**src/rtl/core/pol_pkg.sv**
```systemverilog
// Shared types, codes and constants for the positional ordered list.
package pol_pkg;

    // Default list capacity and fixed field widths.
    localparam int CAPACITY_DEF = 16;
    localparam int OP_W         = 3;
    localparam int VALUE_W      = 32;
    localparam int POS_W        = 16;
    localparam int STATUS_W     = 2;
    localparam int ENTRY_W      = 5;

    // Operation codes.
    localparam logic [OP_W-1:0] OP_INS_HEAD = 3'd0;
    localparam logic [OP_W-1:0] OP_INS_TAIL = 3'd1;
    localparam logic [OP_W-1:0] OP_INS_POS  = 3'd2;
    localparam logic [OP_W-1:0] OP_DEL_POS  = 3'd3;
    localparam logic [OP_W-1:0] OP_POP_HEAD = 3'd4;

    // Result status codes.
    localparam logic [STATUS_W-1:0] STS_OK     = 2'd0;
    localparam logic [STATUS_W-1:0] STS_EMPTY  = 2'd1;
    localparam logic [STATUS_W-1:0] STS_BADPOS = 2'd2;
    localparam logic [STATUS_W-1:0] STS_FULL   = 2'd3;

    // One request.
    typedef struct packed {
        logic [OP_W-1:0]           op;
        logic signed [VALUE_W-1:0] value;
        logic signed [POS_W-1:0]   position;
    } req_t;

    // One response.
    typedef struct packed {
        logic signed [VALUE_W-1:0] popped_value;
        logic [STATUS_W-1:0]       status;
        logic [ENTRY_W-1:0]        entry_count;
    } rsp_t;

endpackage

```
**src/rtl/core/pol_ram.sv**
```systemverilog
// Generic simple dual-port RAM with one write port and a registered read port.
module pol_ram #(
    parameter int WIDTH = pol_pkg::VALUE_W,
    parameter int DEPTH = pol_pkg::CAPACITY_DEF
) (
    input  logic                     clk,
    input  logic                     wr_en,
    input  logic [$clog2(DEPTH)-1:0] wr_addr,
    input  logic [WIDTH-1:0]         wr_data,
    input  logic                     rd_en,
    input  logic [$clog2(DEPTH)-1:0] rd_addr,
    output logic [WIDTH-1:0]         rd_data
);

    logic [WIDTH-1:0] mem [DEPTH];

    // Write and registered read.
    always_ff @(posedge clk)
    begin
        if (wr_en)
        begin
            mem[wr_addr] <= wr_data;
        end
        if (rd_en)
        begin
            rd_data <= mem[rd_addr];
        end
    end

endmodule

```
**src/rtl/core/positional_ordered_list.sv**
```systemverilog
// Top level of the bounded positional ordered list, storage held in one RAM.
//
//   Channel   Direction  Handshake              Payload
//   request   in         req_valid / req_stall  req (op, value, position)
//   response  out        rsp_valid / rsp_stall  rsp (popped_value, status, entry_count)
//
// A request that changes nothing (error status or unused op) goes straight to
// the response. An insert at index idx shifts the entries from idx up one slot,
// then writes the value; an append writes it at once. A delete or pop at position
// p shifts the entries above p down one slot. Each shift moves one entry per
// cycle through the RAM read and write ports. Reset clears the count and all
// control state; the RAM is not cleared. A finished response waits in an output
// register, so a stalled response does not stop the next request from being taken.
module positional_ordered_list #(
    parameter int CAPACITY = pol_pkg::CAPACITY_DEF
) (
    input  logic          clk,
    input  logic          rst_n,
    input  logic          req_valid,
    output logic          req_stall,
    input  pol_pkg::req_t req,
    output logic          rsp_valid,
    input  logic          rsp_stall,
    output pol_pkg::rsp_t rsp
);

    import pol_pkg::*;

    localparam int AW = $clog2(CAPACITY);
    localparam int CW = $clog2(CAPACITY + 1);

    typedef enum logic [4:0] {
        ST_IDLE     = 5'b00001,
        ST_SHIFT_UP = 5'b00010,
        ST_PLACE    = 5'b00100,
        ST_SHIFT_DN = 5'b01000,
        ST_RESULT   = 5'b10000
    } state_t;

    state_t               state_reg, state_next;
    logic [CW-1:0]        count_reg, count_next;
    logic [AW-1:0]        idx_reg, idx_next;
    logic [AW-1:0]        rd_ptr_reg, rd_ptr_next;
    logic [AW-1:0]        rd_addr_q_reg, rd_addr_q_next;
    logic                 issue_reg, issue_next;
    logic                 pend_reg, pend_next;
    logic                 pop_reg, pop_next;
    logic [VALUE_W-1:0]   value_reg, value_next;
    logic [STATUS_W-1:0]  status_reg, status_next;
    logic [VALUE_W-1:0]   popped_reg, popped_next;
    rsp_t                 rsp_reg, rsp_next;
    logic                 rsp_valid_reg, rsp_valid_next;

    logic                 wr_en;
    logic [AW-1:0]        wr_addr;
    logic [VALUE_W-1:0]   wr_data;
    logic                 rd_en;
    logic [AW-1:0]        rd_addr;
    logic [VALUE_W-1:0]   rd_data;

    logic                 pos_neg;
    logic [31:0]          pos_mag;
    logic [31:0]          cnt_ext;
    logic                 pos_le0;
    logic                 list_full;
    logic                 del_bad;
    logic [CW-1:0]        ins_idx;

    // List storage.
    pol_ram #(
        .WIDTH(VALUE_W),
        .DEPTH(CAPACITY)
    ) u_ram (
        .clk    (clk),
        .wr_en  (wr_en),
        .wr_addr(wr_addr),
        .wr_data(wr_data),
        .rd_en  (rd_en),
        .rd_addr(rd_addr),
        .rd_data(rd_data)
    );

    // Position checks against the current count.
    always_comb
    begin
        pos_neg   = req.position[POS_W-1];
        pos_mag   = {{(32-POS_W+1){1'b0}}, req.position[POS_W-2:0]};
        cnt_ext   = 32'(count_reg);
        pos_le0   = pos_neg || (pos_mag == 32'd0);
        list_full = (count_reg == CW'(CAPACITY));
        del_bad   = pos_neg || (pos_mag >= cnt_ext);
        if (req.op == OP_INS_HEAD)
        begin
            ins_idx = '0;
        end
        else if (req.op == OP_INS_TAIL)
        begin
            ins_idx = count_reg;
        end
        else if (pos_le0)
        begin
            ins_idx = '0;
        end
        else if (pos_mag >= cnt_ext)
        begin
            ins_idx = count_reg;
        end
        else
        begin
            ins_idx = CW'(pos_mag);
        end
    end

    // Sequencer: decode, shift entries through the RAM, then post the response.
    always_comb
    begin
        state_next     = state_reg;
        count_next     = count_reg;
        idx_next       = idx_reg;
        rd_ptr_next    = rd_ptr_reg;
        rd_addr_q_next = rd_addr_q_reg;
        issue_next     = issue_reg;
        pend_next      = pend_reg;
        pop_next       = pop_reg;
        value_next     = value_reg;
        status_next    = status_reg;
        popped_next    = popped_reg;
        rsp_next       = rsp_reg;
        rsp_valid_next = rsp_valid_reg && rsp_stall;
        wr_en          = 1'b0;
        wr_addr        = rd_addr_q_reg;
        wr_data        = rd_data;
        rd_en          = 1'b0;
        rd_addr        = rd_ptr_reg;

        unique case (state_reg)
            ST_IDLE:
            begin
                if (req_valid)
                begin
                    status_next = STS_OK;
                    popped_next = '0;
                    pop_next    = 1'b0;
                    pend_next   = 1'b0;
                    value_next  = req.value;
                    unique case (req.op) inside
                        OP_INS_HEAD, OP_INS_TAIL, OP_INS_POS:
                        begin
                            if (list_full)
                            begin
                                status_next = STS_FULL;
                                state_next  = ST_RESULT;
                            end
                            else if (ins_idx == count_reg)
                            begin
                                idx_next   = AW'(ins_idx);
                                state_next = ST_PLACE;
                            end
                            else
                            begin
                                idx_next    = AW'(ins_idx);
                                rd_ptr_next = AW'(count_reg - CW'(1));
                                issue_next  = 1'b1;
                                state_next  = ST_SHIFT_UP;
                            end
                        end
                        OP_DEL_POS:
                        begin
                            if (del_bad)
                            begin
                                status_next = STS_BADPOS;
                                state_next  = ST_RESULT;
                            end
                            else
                            begin
                                idx_next    = AW'(pos_mag);
                                rd_ptr_next = AW'(pos_mag);
                                issue_next  = 1'b1;
                                state_next  = ST_SHIFT_DN;
                            end
                        end
                        OP_POP_HEAD:
                        begin
                            if (count_reg == '0)
                            begin
                                status_next = STS_EMPTY;
                                state_next  = ST_RESULT;
                            end
                            else
                            begin
                                idx_next    = '0;
                                rd_ptr_next = '0;
                                issue_next  = 1'b1;
                                pop_next    = 1'b1;
                                state_next  = ST_SHIFT_DN;
                            end
                        end
                        default:
                        begin
                            state_next = ST_RESULT;
                        end
                    endcase
                end
            end

            ST_SHIFT_UP:
            begin
                // Read downward from the tail; each entry lands one slot higher.
                rd_en = issue_reg;
                if (pend_reg)
                begin
                    wr_en   = 1'b1;
                    wr_addr = rd_addr_q_reg + AW'(1);
                end
                if (issue_reg)
                begin
                    rd_addr_q_next = rd_ptr_reg;
                    pend_next      = 1'b1;
                    if (rd_ptr_reg == idx_reg)
                    begin
                        issue_next = 1'b0;
                    end
                    else
                    begin
                        rd_ptr_next = rd_ptr_reg - AW'(1);
                    end
                end
                else
                begin
                    pend_next  = 1'b0;
                    state_next = ST_PLACE;
                end
            end

            ST_PLACE:
            begin
                wr_en      = 1'b1;
                wr_addr    = idx_reg;
                wr_data    = value_reg;
                count_next = count_reg + CW'(1);
                state_next = ST_RESULT;
            end

            ST_SHIFT_DN:
            begin
                // Read upward from the removed slot; each entry lands one slot lower.
                rd_en = issue_reg;
                if (pend_reg)
                begin
                    if (rd_addr_q_reg == idx_reg)
                    begin
                        if (pop_reg)
                        begin
                            popped_next = rd_data;
                        end
                    end
                    else
                    begin
                        wr_en   = 1'b1;
                        wr_addr = rd_addr_q_reg - AW'(1);
                    end
                end
                if (issue_reg)
                begin
                    rd_addr_q_next = rd_ptr_reg;
                    pend_next      = 1'b1;
                    if (CW'(rd_ptr_reg) == (count_reg - CW'(1)))
                    begin
                        issue_next = 1'b0;
                    end
                    else
                    begin
                        rd_ptr_next = rd_ptr_reg + AW'(1);
                    end
                end
                else
                begin
                    pend_next  = 1'b0;
                    count_next = count_reg - CW'(1);
                    state_next = ST_RESULT;
                end
            end

            ST_RESULT:
            begin
                // Move the response into the output register once it is free.
                if (!rsp_valid_reg || !rsp_stall)
                begin
                    rsp_next.popped_value = popped_reg;
                    rsp_next.status       = status_reg;
                    rsp_next.entry_count  = ENTRY_W'(count_reg);
                    rsp_valid_next        = 1'b1;
                    state_next            = ST_IDLE;
                end
            end

            default:
            begin
                state_next = ST_IDLE;
            end
        endcase
    end

    // Control registers.
    always_ff @(posedge clk or negedge rst_n)
    begin
        if (!rst_n)
        begin
            state_reg     <= ST_IDLE;
            count_reg     <= '0;
            issue_reg     <= 1'b0;
            pend_reg      <= 1'b0;
            pop_reg       <= 1'b0;
            rsp_valid_reg <= 1'b0;
        end
        else
        begin
            state_reg     <= state_next;
            count_reg     <= count_next;
            issue_reg     <= issue_next;
            pend_reg      <= pend_next;
            pop_reg       <= pop_next;
            rsp_valid_reg <= rsp_valid_next;
        end
    end

    // Payload registers.
    always_ff @(posedge clk)
    begin
        idx_reg       <= idx_next;
        rd_ptr_reg    <= rd_ptr_next;
        rd_addr_q_reg <= rd_addr_q_next;
        value_reg     <= value_next;
        status_reg    <= status_next;
        popped_reg    <= popped_next;
        rsp_reg       <= rsp_next;
    end

    assign req_stall = (state_reg != ST_IDLE);
    assign rsp_valid = rsp_valid_reg;
    assign rsp       = rsp_reg;

endmodule

```
**config.mk**
```make
export PLATFORM = sky130hd
export DESIGN_NAME = positional_ordered_list
export DESIGN_NICKNAME = d
export VERILOG_FILES = /design/src/rtl/core/pol_pkg.sv /design/src/rtl/core/pol_ram.sv /design/src/rtl/core/positional_ordered_list.sv
export SDC_FILE = /design/constraint.sdc
export NUM_CORES = 1
export LEC_CHECK = 0
export BUFFER_PORTS_ARGS = -buffer_cell sky130_fd_sc_hd__buf_2
export CORE_ASPECT_RATIO = 1.75
export CORE_MARGIN = 2
export CORE_UTILIZATION = 55
export DETAILED_ROUTE_END_ITERATION = 12
export PLACE_DENSITY = 0.81
export SYNTH_ARGS = -nofsm -noshare
export SYNTH_HDL_FRONTEND = slang
export SYNTH_SLANG_ARGS = --single-unit
```
**constraint.sdc**
```tcl
create_clock -name clk -period 9.85 [get_ports clk]
set_input_delay 0.4925 -clock clk [delete_from_list [all_inputs] [get_ports clk]]
set_output_delay 0.4925 -clock clk [all_outputs]
set_load 0.02 [all_outputs]
```
## Word-level counts from Yosys, hierarchy flattened

Memories as Yosys holds them, arrays and structs flattened. A register that Yosys moved wholly into a read port is not among the register bits.
Cells that the tools add are included.

| word-level totals | value |
|---|---|
| output and inout port bits | 41 |
| memory bits (writable) | 512 |
| bits in registers | 131 |
| word-level logic and storage cells | 151 |
| memories kept | 1 |

Memories:

| name | words | bits a word | rd ports | clocked after Yosys merged registers in | write ports | RTL line | text |
|---|---|---|---|---|---|---|---|
| u_ram.mem | 16 | 32 | 1 | 1 | 1 | pol_ram.sv:15 | `logic [WIDTH-1:0] mem [DEPTH];` |

| cells by class | value |
|---|---|
| add/subtract/negate cells | 6 |
| muxes and demuxes | 68 |
| reductions and logical operators | 26 |
| eq/ne operators | 34 |
| $lt $le $gt $ge | 1 |

Operators with widths:

| kind | count |
|---|---|
| two-way mux 32 bit | 5 |
| case mux 32 bit (2 select lines) | 1 |
| two-way mux 5 bit | 12 |
| two-way mux 4 bit | 13 |
| case mux 4 bit (3 select lines) | 4 |
| != test 2 bit, second input constant | 14 |
| case mux 5 bit (5 select lines) | 1 |
| two-way mux 1 bit | 22 |
| >= comparator 15 x 5 -> 1 bit | 1 |
| zero test 15 bit | 1 |
| case mux 5 bit (3 select lines) | 1 |
| != test 3 bit, second input constant | 4 |
| AND reduction 11 bit | 1 |
| equality test 5 bit, second input constant | 2 |
| case mux 5 bit (2 select lines) | 1 |
| AND reduction 2 bit | 5 |
| case mux 1 bit (3 select lines) | 3 |
| adder 4 x 1 -> 4 bit, second input constant | 2 |
| equality test 4 bit | 2 |
| subtractor 4 x 1 -> 4 bit, second input constant | 2 |
| AND reduction 7 bit | 1 |
| equality test 3 x 2 -> 1 bit, second input constant | 2 |
| case mux 2 bit (3 select lines) | 1 |
| AND reduction 6 bit | 1 |
| 26 further kinds | 33 |

## Logic depth before layout (Yosys ltp)

Gate-level depths: netlist of run 1.

| logic depth | value |
|---|---|
| depth after elaboration | 11 |
| depth in mapped cells | 11 |

## Modules after synthesis

From an unflattened synthesis of run 1, not the netlist that was laid out.

| second synthesis, totals | value |
|---|---|
| cell total of the unflattened synthesis | 1350 |
| area total of the unflattened synthesis | 26228.9 µm² |

Modules (own cells, without submodules):

| module | seq. area each (µm²) | cells an instance | area each (µm²) | instances |
|---|---|---|---|---|
| pol_ram | 16335.7 | 838 | 20155.6 | 1 |
| positional_ordered_list | 3865.0 | 512 | 6073.3 | 1 |

## Least setup slack after synthesis of run 1

OpenSTA, ideal clock, no wires.

| path | value |
|---|---|
| path kind | reg2reg |
| start | register rd_addr_q_reg[0] |
| end | memory u_ram.mem[13][0] (netlist bit) (enable) |
| buffers on the path | 1 |
| path slack | 4.448 ns |
| required time | 9.349 ns |
| arrival | 4.901 ns |
| cell stages (with the launch flop) | 9 |
| cells stage by stage | edfxtp_1 clkbuf_1 xor2_1 or4_1 nand3_1 o221ai_1 a21oi_1 nand2b_1 nor4_1 |

| between the ends | value |
|---|---|
| longest elaborated chain between the ends | 6 |

RTL lines:

| element | RTL line | text |
|---|---|---|
| start: declaration | positional_ordered_list.sv:44 | `logic [AW-1:0] rd_addr_q_reg, rd_addr_q_next;` |
| start signal: assignment | positional_ordered_list.sv:332 | `rd_addr_q_reg <= rd_addr_q_next;` |
| equality test 4 bit | positional_ordered_list.sv:250 | `if (rd_addr_q_reg == idx_reg)` |
| two-way mux 1 bit | positional_ordered_list.sv:250 |  |
| two-way mux 1 bit | positional_ordered_list.sv:248 | `if (pend_reg)` |
| case mux 1 bit (3 select lines) | positional_ordered_list.sv:136 | `unique case (state_reg)` |
| two-way mux 1 bit | pol_ram.sv:20 | `if (wr_en)` |
| two-way mux 1 bit (implied by the code) | pol_ram.sv:22 | `mem[wr_addr] <= wr_data;` |
| end: declaration | pol_ram.sv:15 |  |

Several ways; a longest one is shown, not always the timed one.

## Worst setup path in the final report of run 1

| path | value |
|---|---|
| start | register state_reg[1] |
| end | memory u_ram.mem[12][28] (netlist bit) (enable) |

| between the ends | value |
|---|---|
| longest elaborated chain between the ends | 4 |

RTL lines:

| element | RTL line | text |
|---|---|---|
| start: declaration | positional_ordered_list.sv:40 | `state_t state_reg, state_next;` |
| start signal: assignment | positional_ordered_list.sv:318 | `state_reg <= state_next;` |
| equality test 5 x 4 -> 1 bit (tied with other cells) | positional_ordered_list.sv:136 |  |
| case mux 1 bit (3 select lines) | positional_ordered_list.sv:136 |  |
| two-way mux 1 bit | pol_ram.sv:20 |  |
| two-way mux 1 bit (implied by the code) | pol_ram.sv:22 |  |

Several ways; a longest one is shown, not always the timed one.

==> impl_metrics.ini, run 1 <==
[outcome]
outcome = completed

[layout]
n_antenna_cell = 0
final_area_mm2 = 0.0293
largest_reg_flops = 512
finalNetCount = 1461
areaGrowthSynthToFinish_pct = 11.3
drive_gt1_frac = 0.270

[worst_setup_path]
setup.worst_path.end_class = flip-flop
r2r_end = u_ram.mem[12][28]$_DFFE_PP_
arrival_ns = 4.68
ff2ff_path_depth = 10
ff2ff_setup_slack_ns = 5.40
cp_max_fo = 33
r2r-start = state_reg[1]$_DFFE_PN0P_
required_ns = 10.08
worstSetupStartpoint = state_reg[1]$_DFFE_PN0P_
startpoint_type = flip-flop
timing_worst_setup_path_type = flip-flop to flip-flop
endpoint = u_ram.mem[12][28]$_DFFE_PP_

[placed_design]
hpwl_mm = 33.0
port_buffers = 95
routabilityCongestion = 0.878
place_area_mm2 = 0.0276

[die]
placementRows = 106
die-area_mm2 = 0.0496
coreArea_mm2 = 0.0475
die_h_um = 293
io-pin-count = 96
die_w_um = 169
start_util = 0.554

[detailed_routing]
ant_nets = 0
via_per_inst = 6.50
drt-pass1-iter-count = 6
drc = 0
routed_wl_mm = 59.7
drtIter0Drc = 1596
vias = 13220
post_drt_wl_per_cell_um = 29.3

[clock_tree]
clk_path_buf_depth = 3
clk_latency_ns = 0.60
cts_tree = built
h-tree-depth = 2
clkTransAtPathRegs_ns = 0.07
cts_buffers = 54
cts_sinks = 675
clockRootBuffer = clkbuf_16

[global_route]
use_met3 = 0.0372
grt-busiest-layer = met2
overflow = 0
grt_pass1_vias = 13785
track_usage = 0.245
met1_usage = 0.292
antenna_found_initial = 0
use_met2 = 0.445
grt_pass1_wl_mm = 88.2
grt_max_degree = 71

[timing]
finalSetupTns_ns = 0
min_period_ns = 4.45
hold_violations = 0
final_max_slew_viol_count = 0
finalSetupViolCount = 0
slew_headroom = 0.145
fin_crit_sh = 0.451
rsz0062_at_grt = false
tightest_slew_ns = 1.28
fmax_mhz = 225
finClkSkew_ns = 0.0274

[synth]
ys_top_cells_by_area = edfxtp_1 75%, mux4_2 14%, nand2_1 1.8%
synthFlopType = edfxtp_1
netlist.area_leader.share = 0.755
yosysMostFrequentCell = edfxtp_1
synth_top_cell_by_area = edfxtp_1
syn-num-nets = 1353
yosys_warnings = 0
synth-edff-count = 661
synth_common_cells = 661 x edfxtp_1, 160 x mux4_2, 123 x nand2_1, 46 x clkbuf_1, 33 x and3_1
synthArstFlopShare = 0.0207
yosysSeqAreaShare = 0.768
synthCells = 1286
syn_area_per_cell_um2 = 20.4
yosysUniqueCellTypes = 63
synth_area_mm2 = 0.0263
ys_seq_elements = 675

[power_and_ir_drop]
power_density_mw_per_mm2 = 237
power.leakage_nw = 9.56
vdd_drop_max_mv = 0.165

[hold_path]
hold_path.class = primary input to flip-flop

[run]
maxCapViolCount = 0
## stage by stage
step           power [W]   util  worst slack (ns)  instances  hold WS (ns)
6_report         0.00694  0.616              5.40       2033        0.0695
5_1_grt          0.00715  0.616              5.23       2033        0.0513
4_1_cts          0.00697  0.616              5.50       2033        0.0459
3_5_place_dp     0.00491  0.581              5.51       1931         0.405
3_3_place_gp     0.00487  0.581              5.76       1931         0.401
2_1_floorplan    0.00450      -              4.45       1286         0.197
## per-layer routing
| layer | vias to the layer above | wire [µm] |
|---|---|---|
| met3 | 159 | 4360 |
| met5 | - | 0 |
| li1 | 5460 | - |
| met4 | 0 | 2350 |
| met2 | 757 | 32600 |
| met1 | 6844 | 20300 |
## kinds of logic after synthesis
logic type / share of synthesized area
simple gates: 0.0451
compound gates: 0.0222
xor+xnor: 0.00833
buf+inv: 0.0123
mux: 0.138
fa+ha+maj: 0.00600
flops: 0.768
## area by class of cell
type,instances,area (µm²)
Fill cell,3085,18200
Tap cell,594,743
Inverter,17,63.8
Clock inverter,34,240
Clock buffer,67,1420
Timing Repair Buffer,119,658
Multi-Input combinational cell,527,5930
Sequential cell,675,20200
## how the worst min path moves through the flow
stage	from	slack (ns)	depth (start not counted)	endpoint
floorplan	rst_n	0.20	0	count_reg[0]$_DFFE_PN0P_
global placement	popped_reg[2]$_SDFFCE_PN0P_	0.40	0	rsp[9]$_DFFE_PP_
detailed placement	popped_reg[9]$_SDFFCE_PN0P_	0.40	0	rsp[16]$_DFFE_PP_
CTS	req[36]	0.05	1	value_reg[20]$_DFFE_PP_
global route	req[36]	0.05	1	value_reg[20]$_DFFE_PP_
finish	req[36]	0.07	1	value_reg[20]$_DFFE_PP_
## timing repair
item                                    in CTS  in global routing
buffers inserted                             0                  0
endpoints found under the setup margin       0                  0
resized for setup                            0                  0
hold buffers                                 1                  0
hold endpoints to repair                    13                  0
## power breakdown
| part | total (W) | switching, W | internal, W | leakage (nW) |
|---|---|---|---|---|
| Combinational | 0.00132 | 0.000807 | 0.000516 | 2.58 |
| Clock | 0.00207 | 0.000985 | 0.00108 | 0.808 |
| Sequential | 0.00355 | 0.0000844 | 0.00346 | 6.17 |
| Total | 0.00694 | 0.00188 | 0.00506 | 9.56 |
## layout by cell type (no fill, tap or decap), drive strengths merged, types with 6 or more instances in the layout
master	count
nor3b	6
clkinv	29
nor2	31
nor4	6
edfxtp	661
nand2	123
xor2	12
nand3	7
o21ai	12
dfrtp	13
xnor2	13
and3	33
a21oi	19
a22oi	8
buf	118
inv	17
ha	11
mux4	160
nor3	9
clkbuf	67
## critical path: stages, from the launching register on
cell	delay, ns
dfrtp_1	0.49
nor4_4	0.28
buf_4	0.44
and2_1	0.45
inv_1	0.33
nor3_1	0.27
o31a_2	0.16
a22oi_2	0.11
nor3_1	0.42
nor2b_4	0.58
buf_4	0.52
(Power assumes the default switching activity.)
==> run 2, diff against run 1 <==
- ABC_AREA: unset -> 1
- clock period: 9.85 -> 4.1 ns (I/O delays scaled with it)
==> impl_metrics.ini, run 2 <==
[worst_setup_path]
arrival_ns = 3.62
endpoint = u_ram.mem[1][9]$_DFFE_PP_
ff2ff_setup_slack_ns = 0.76
ff2ff_path_depth = 11
r2r_end = u_ram.mem[1][9]$_DFFE_PP_
r2r-start = state_reg[1]$_DFFE_PN0P_
worstSetupStartpoint = state_reg[1]$_DFFE_PN0P_
setup.worst_path.end_class = flip-flop
timing_worst_setup_path_type = flip-flop to flip-flop
cp_max_fo = 20
startpoint_type = flip-flop
required_ns = 4.38

[global_route]
grt_max_degree = 223
grt_pass1_vias = 16897
overflow = 0
grt_pass1_wl_mm = 92.6
antenna_found_initial = 0
track_usage = 0.241

[timing]
finalSetupTns_ns = 0
finalSetupViolCount = 0
fmax_mhz = 299
slew_headroom = 0.154
tightest_slew_ns = 1.26
fin_crit_sh = 0.815
min_period_ns = 3.34
final_max_slew_viol_count = 0
rsz0062_at_grt = false
finClkSkew_ns = 0.0347
hold_violations = 0

[synth]
synthCells = 1923
yosys_warnings = 0
synth_area_mm2 = 0.0269
syn-num-nets = 1990
ys_seq_elements = 675
synth_top_cell_by_area = edfxtp_1
yosysSeqAreaShare = 0.751
netlist.area_leader.share = 0.737
syn_area_per_cell_um2 = 14.0
yosysUniqueCellTypes = 43
synthArstFlopShare = 0.0207
ys_top_cells_by_area = edfxtp_1 74%, nor2_1 4.2%, o21ai_0 3.7%
synthFlopType = edfxtp_1
synth-edff-count = 661
yosysMostFrequentCell = edfxtp_1
synth_common_cells = 661 x edfxtp_1, 299 x nor2_1, 197 x o21ai_0, 150 x nand2_1

[detailed_routing]
vias = 16613
ant_nets = 0
drc = 0
drt-pass1-iter-count = 8
met1Wirelength_mm = 21.6
wl_met2_mm = 31.7
via_per_inst = 6.05
drtIter0Drc = 2020
wl_met3_mm = 4.43
routed_wl_mm = 61.2
top_layer_used = met4
post_drt_wl_per_cell_um = 22.3

[layout]
final_cell_mix = 661 x edfxtp_1, 280 x nor2_1, 186 x o21ai_0
largest_reg_flops = 512
n_antenna_cell = 0
finalNetCount = 2119
final_common_cell = edfxtp_1
multi_input_area_mm2 = 0.00606
regArea_mm2 = 0.0202
drive_gt1_frac = 0.132
nFillCells = 3300
areaGrowthSynthToFinish_pct = 13.9
final_area_mm2 = 0.0307

[die]
die-area_mm2 = 0.0508
die_h_um = 297
coreArea_mm2 = 0.0485
start_util = 0.555
placementRows = 107
io-pin-count = 96
die_w_um = 171

[clock_tree]
h-tree-depth = 2
clockRootBuffer = clkbuf_16
cts_resized = 0
cts_sinks = 675
cts_setup_buffers = 0
cts_hold_buf = 36
clk_path_buf_depth = 3
clkTransAtPathRegs_ns = 0.07
cts_tree = built
clk_latency_ns = 0.61
cts_buffers = 52

[power_and_ir_drop]
power_density_mw_per_mm2 = 641
vdd_drop_max_mv = 0.602
power.leakage_nw = 10.5

[outcome]
outcome = completed

[run]
maxCapViolCount = 0

[placed_design]
place_area_mm2 = 0.0284
routabilityCongestion = 0.894
port_buffers = 95
hpwl_mm = 34.9

[hold_path]
hold_path.class = primary input to flip-flop
[run 2: changes by cell type after synthesis, sizes merged, moves of 41 or more]
cell,delta
o221ai,+89
mux4,-160
nand3,+41
nor2,+272
mux2i,+89
o21ai,+191
inv,+77
[run 2: critical path, stage by stage (launching register included)]
cell and delay, ns:
dfrtp_1 0.44, nor2_4 0.17, nand4_2 0.38, inv_2 0.38, nand2_1 0.13, nor3_1 0.18, a21oi_1 0.08, o211a_2 0.18
nor2_1 0.14, nand2_1 0.15, nor2_4 0.47, buf_12 0.26
[run 2: worst min path at each step]
stage	start	to	slack (ns)	cells after the start
final	req[49]	pop_reg$_DFFE_PN0P_	0.03	4
after CTS	req[49]	pop_reg$_DFFE_PN0P_	0.01	4
after global placement	rst_n	rsp_valid$_DFF_PN0_	0.13	1
after global routing	req[49]	pop_reg$_DFFE_PN0P_	0.04	4
after detailed placement	rst_n	rsp_valid$_DFF_PN0_	0.15	1
after floorplan	rst_n	count_reg[0]$_DFFE_PN0P_	-0.09	0
[run 2: final cells by class]
class	instances	share of cell area
tap	654	0.0267
clock inverter	41	0.0179
timing repair buffer	186	0.0444
clock buffer	55	0.0428
inverter	96	0.0118
sequential	675	0.659
multi-input combinational	1041	0.198
[run 2: kinds of logic (layout without fill, tap and decap cells)]
group,Yosys count,after routing,share of synthesized area
xor gates and xnor gates,20,20,0.00651
DFF,675,675,0.751
muxes,90,90,0.0335
buffers and inverters,207,378,0.0299
adders and majority gates,12,12,0.00586
and+or+nand+nor,538,538,0.0820
AOI/OAI and AO/OA,381,381,0.0917
[run 2: where the power goes]
part           internal, W  switching, W  total [W]
registers          0.00860      0.000301    0.00890
clock network      0.00306       0.00241    0.00547
logic              0.00159       0.00369    0.00528
[run 2: metrics by stage]
stage / std cells / util / power, W / setup WS [ns] / hold WS, ns
after detailed placement: 2616 / 0.587 / 0.0142 / 0.851 / 0.145
final: 2748 / 0.633 / 0.0196 / 0.757 / 0.0297
after floorplan: 1923 / - / 0.0125 / 0.414 / -0.0906
after global routing: 2748 / 0.633 / 0.0205 / 0.562 / 0.0412
after global placement: 2616 / 0.587 / 0.0140 / 1.01 / 0.128
after CTS: 2748 / 0.633 / 0.0197 / 0.794 / 0.0127
[run 2: layer usage]
layer  track usage  vias to the layer above
li1              -                     7440
met1         0.285                     8077
met2         0.423                      898
met3        0.0307                      198
met4         0.139                        0
met5             0                        -
==> run 3, diff against run 2 <==
- PLACE_DENSITY: 0.81 -> 0.84
- clock period: 4.1 -> 2.76 ns (I/O delays scaled with it)
==> impl_metrics.ini, run 3 (synthesized netlist as in run 2, its figures left out) <==
[worst_setup_path]
setup.worst_path.end_class = flip-flop
ff2ff_setup_slack_ns = -0.05
arrival_ns = 3.12
startpoint_type = flip-flop
timing_worst_setup_path_type = flip-flop to flip-flop
r2r-start = rd_addr_q_reg[0]$_DFFE_PP_
required_ns = 3.07
cp_max_fo = 8
worstSetupStartpoint = rd_addr_q_reg[0]$_DFFE_PP_

[global_route]
grt_max_degree = 88
grt_pass1_wl_mm = 102
overflow = 0
antenna_found_initial = 1
grt_pass1_vias = 17741
track_usage = 0.269

[run]
maxCapViolCount = 0

[die]
coreArea_mm2 = 0.0485
start_util = 0.555
placementRows = 107
die_h_um = 297
io-pin-count = 96
die_w_um = 171
die-area_mm2 = 0.0508

[placed_design]
place_ws_ns = -0.0530
hpwl_mm = 40.9
routabilityCongestion = 0.967
port_buffers = 95

[detailed_routing]
via_per_inst = 6.29
vias = 17794
ant_nets = 0
drtIter0Drc = 2727
routed_wl_mm = 71.4
drc = 0
post_drt_wl_per_cell_um = 25.2
drt-pass1-iter-count = 8

[timing]
hold_violations = 0
fin_crit_sh = 1.02
fin_ws_ns = -0.0492
min_period_ns = 2.81
rsz0062_at_grt = true
slew_headroom = 0.538
finalSetupViolCount = 19
fmax_mhz = 356
final_max_slew_viol_count = 0
finalSetupTns_ns = -0.453
finClkSkew_ns = 0.0362
tightest_slew_ns = 0.691

[outcome]
violations = negative setup slack
outcome = complete, but fails checks

[layout]
n_antenna_cell = 0
post-route-util = 0.656
final_cell_mix = 661 x edfxtp_1, 274 x nor2_1, 196 x o21ai_0
drive_gt1_frac = 0.173
largest_reg_flops = 512
areaGrowthSynthToFinish_pct = 18.2
final_common_cell = edfxtp_1
nFillCells = 3137
regArea_mm2 = 0.0202
multi_input_area_mm2 = 0.00617
finalNetCount = 2198

[clock_tree]
clkTransAtPathRegs_ns = 0.07
cts_buffers = 53
cts_sinks = 675
clk_latency_ns = 0.62
clockRootBuffer = clkbuf_16
clk_path_buf_depth = 3
cts_tree = built
h-tree-depth = 2

[hold_path]
hold_path.class = primary input to async pin

[power_and_ir_drop]
power.leakage_nw = 11.0
power_density_mw_per_mm2 = 953
vdd_drop_max_mv = 0.629
## run 3: layer usage
metal	vias up	part of all wire	track usage
met1	8646	0.33	0.308
met3	295	0.098	0.0511
met5	-	0.00013	0
met4	2	0.062	0.160
met2	1267	0.51	0.468
li1	7584	-	-
## run 3: what timing repair did
| action | in CTS | in global routing |
|---|---|---|
| setup buffers | 1 | 12 |
| resized for setup | 3 | 36 |
| gates cloned | 1 | 6 |
| hold endpoints to repair | 50 | 0 |
| hold buffers | 39 | 0 |
| setup endpoints to repair | 176 | 520 |
| pin swaps | 0 | 10 |
## run 3: where the power goes
group / switching, W / total [W] / internal, W
sequential: 0.000365 / 0.0131 / 0.0128
clock: 0.00359 / 0.00806 / 0.00447
combinational: 0.00629 / 0.00913 / 0.00284
## run 3: layout make-up
cell class,count,area share
Clock inverter,33,0.0138
Tap cell,654,0.0257
Clock buffer,64,0.0437
Inverter,96,0.0114
Multi-Input combinational cell,1041,0.194
Sequential cell,675,0.635
Timing Repair Buffer,264,0.0763
## run 3: final timing paths
path,to,cells after the start
max in group asynchronous,state_reg[3]$_DFFE_PN0P_,3
min in group clk,idx_reg[3]$_DFFE_PP_,3
worst max register to register,u_ram.mem[1][27]$_DFFE_PP_,13
worst min register to register,rsp[13]$_DFFE_PP_,0
worst max-delay path,u_ram.mem[1][27]$_DFFE_PP_,13
worst min-delay path,state_reg[0]$_DFFE_PN1P_,2
## run 3: stage by stage
| step | cell area [µm²] | cells | power (W) | hold WS, ns |
|---|---|---|---|---|
| global route | 31800 | 2827 | 0.0313 | 0.0504 |
| finish | 31800 | 2827 | 0.0303 | 0.0420 |
| detailed placement | 29200 | 2671 | 0.0218 | 0.0624 |
| global placement | 29200 | 2671 | 0.0214 | 0.0517 |
| floorplan | 27000 | 1923 | 0.0186 | -0.158 |
| CTS | 31500 | 2809 | 0.0298 | 0.00765 |
## run 3: worst max-delay path: stages, from the launching register on
cell and delay, ns:
edfxtp_1 0.48, xor2_1 0.18, nor2_1 0.17, nand2_1 0.08
nand2_1 0.13, inv_2 0.08, nand2_2 0.12, o211ai_1 0.17
nor2_4 0.21, inv_2 0.09, nor2_4 0.14, nand2_4 0.08
nor2_4 0.32, clkbuf_16 0.27
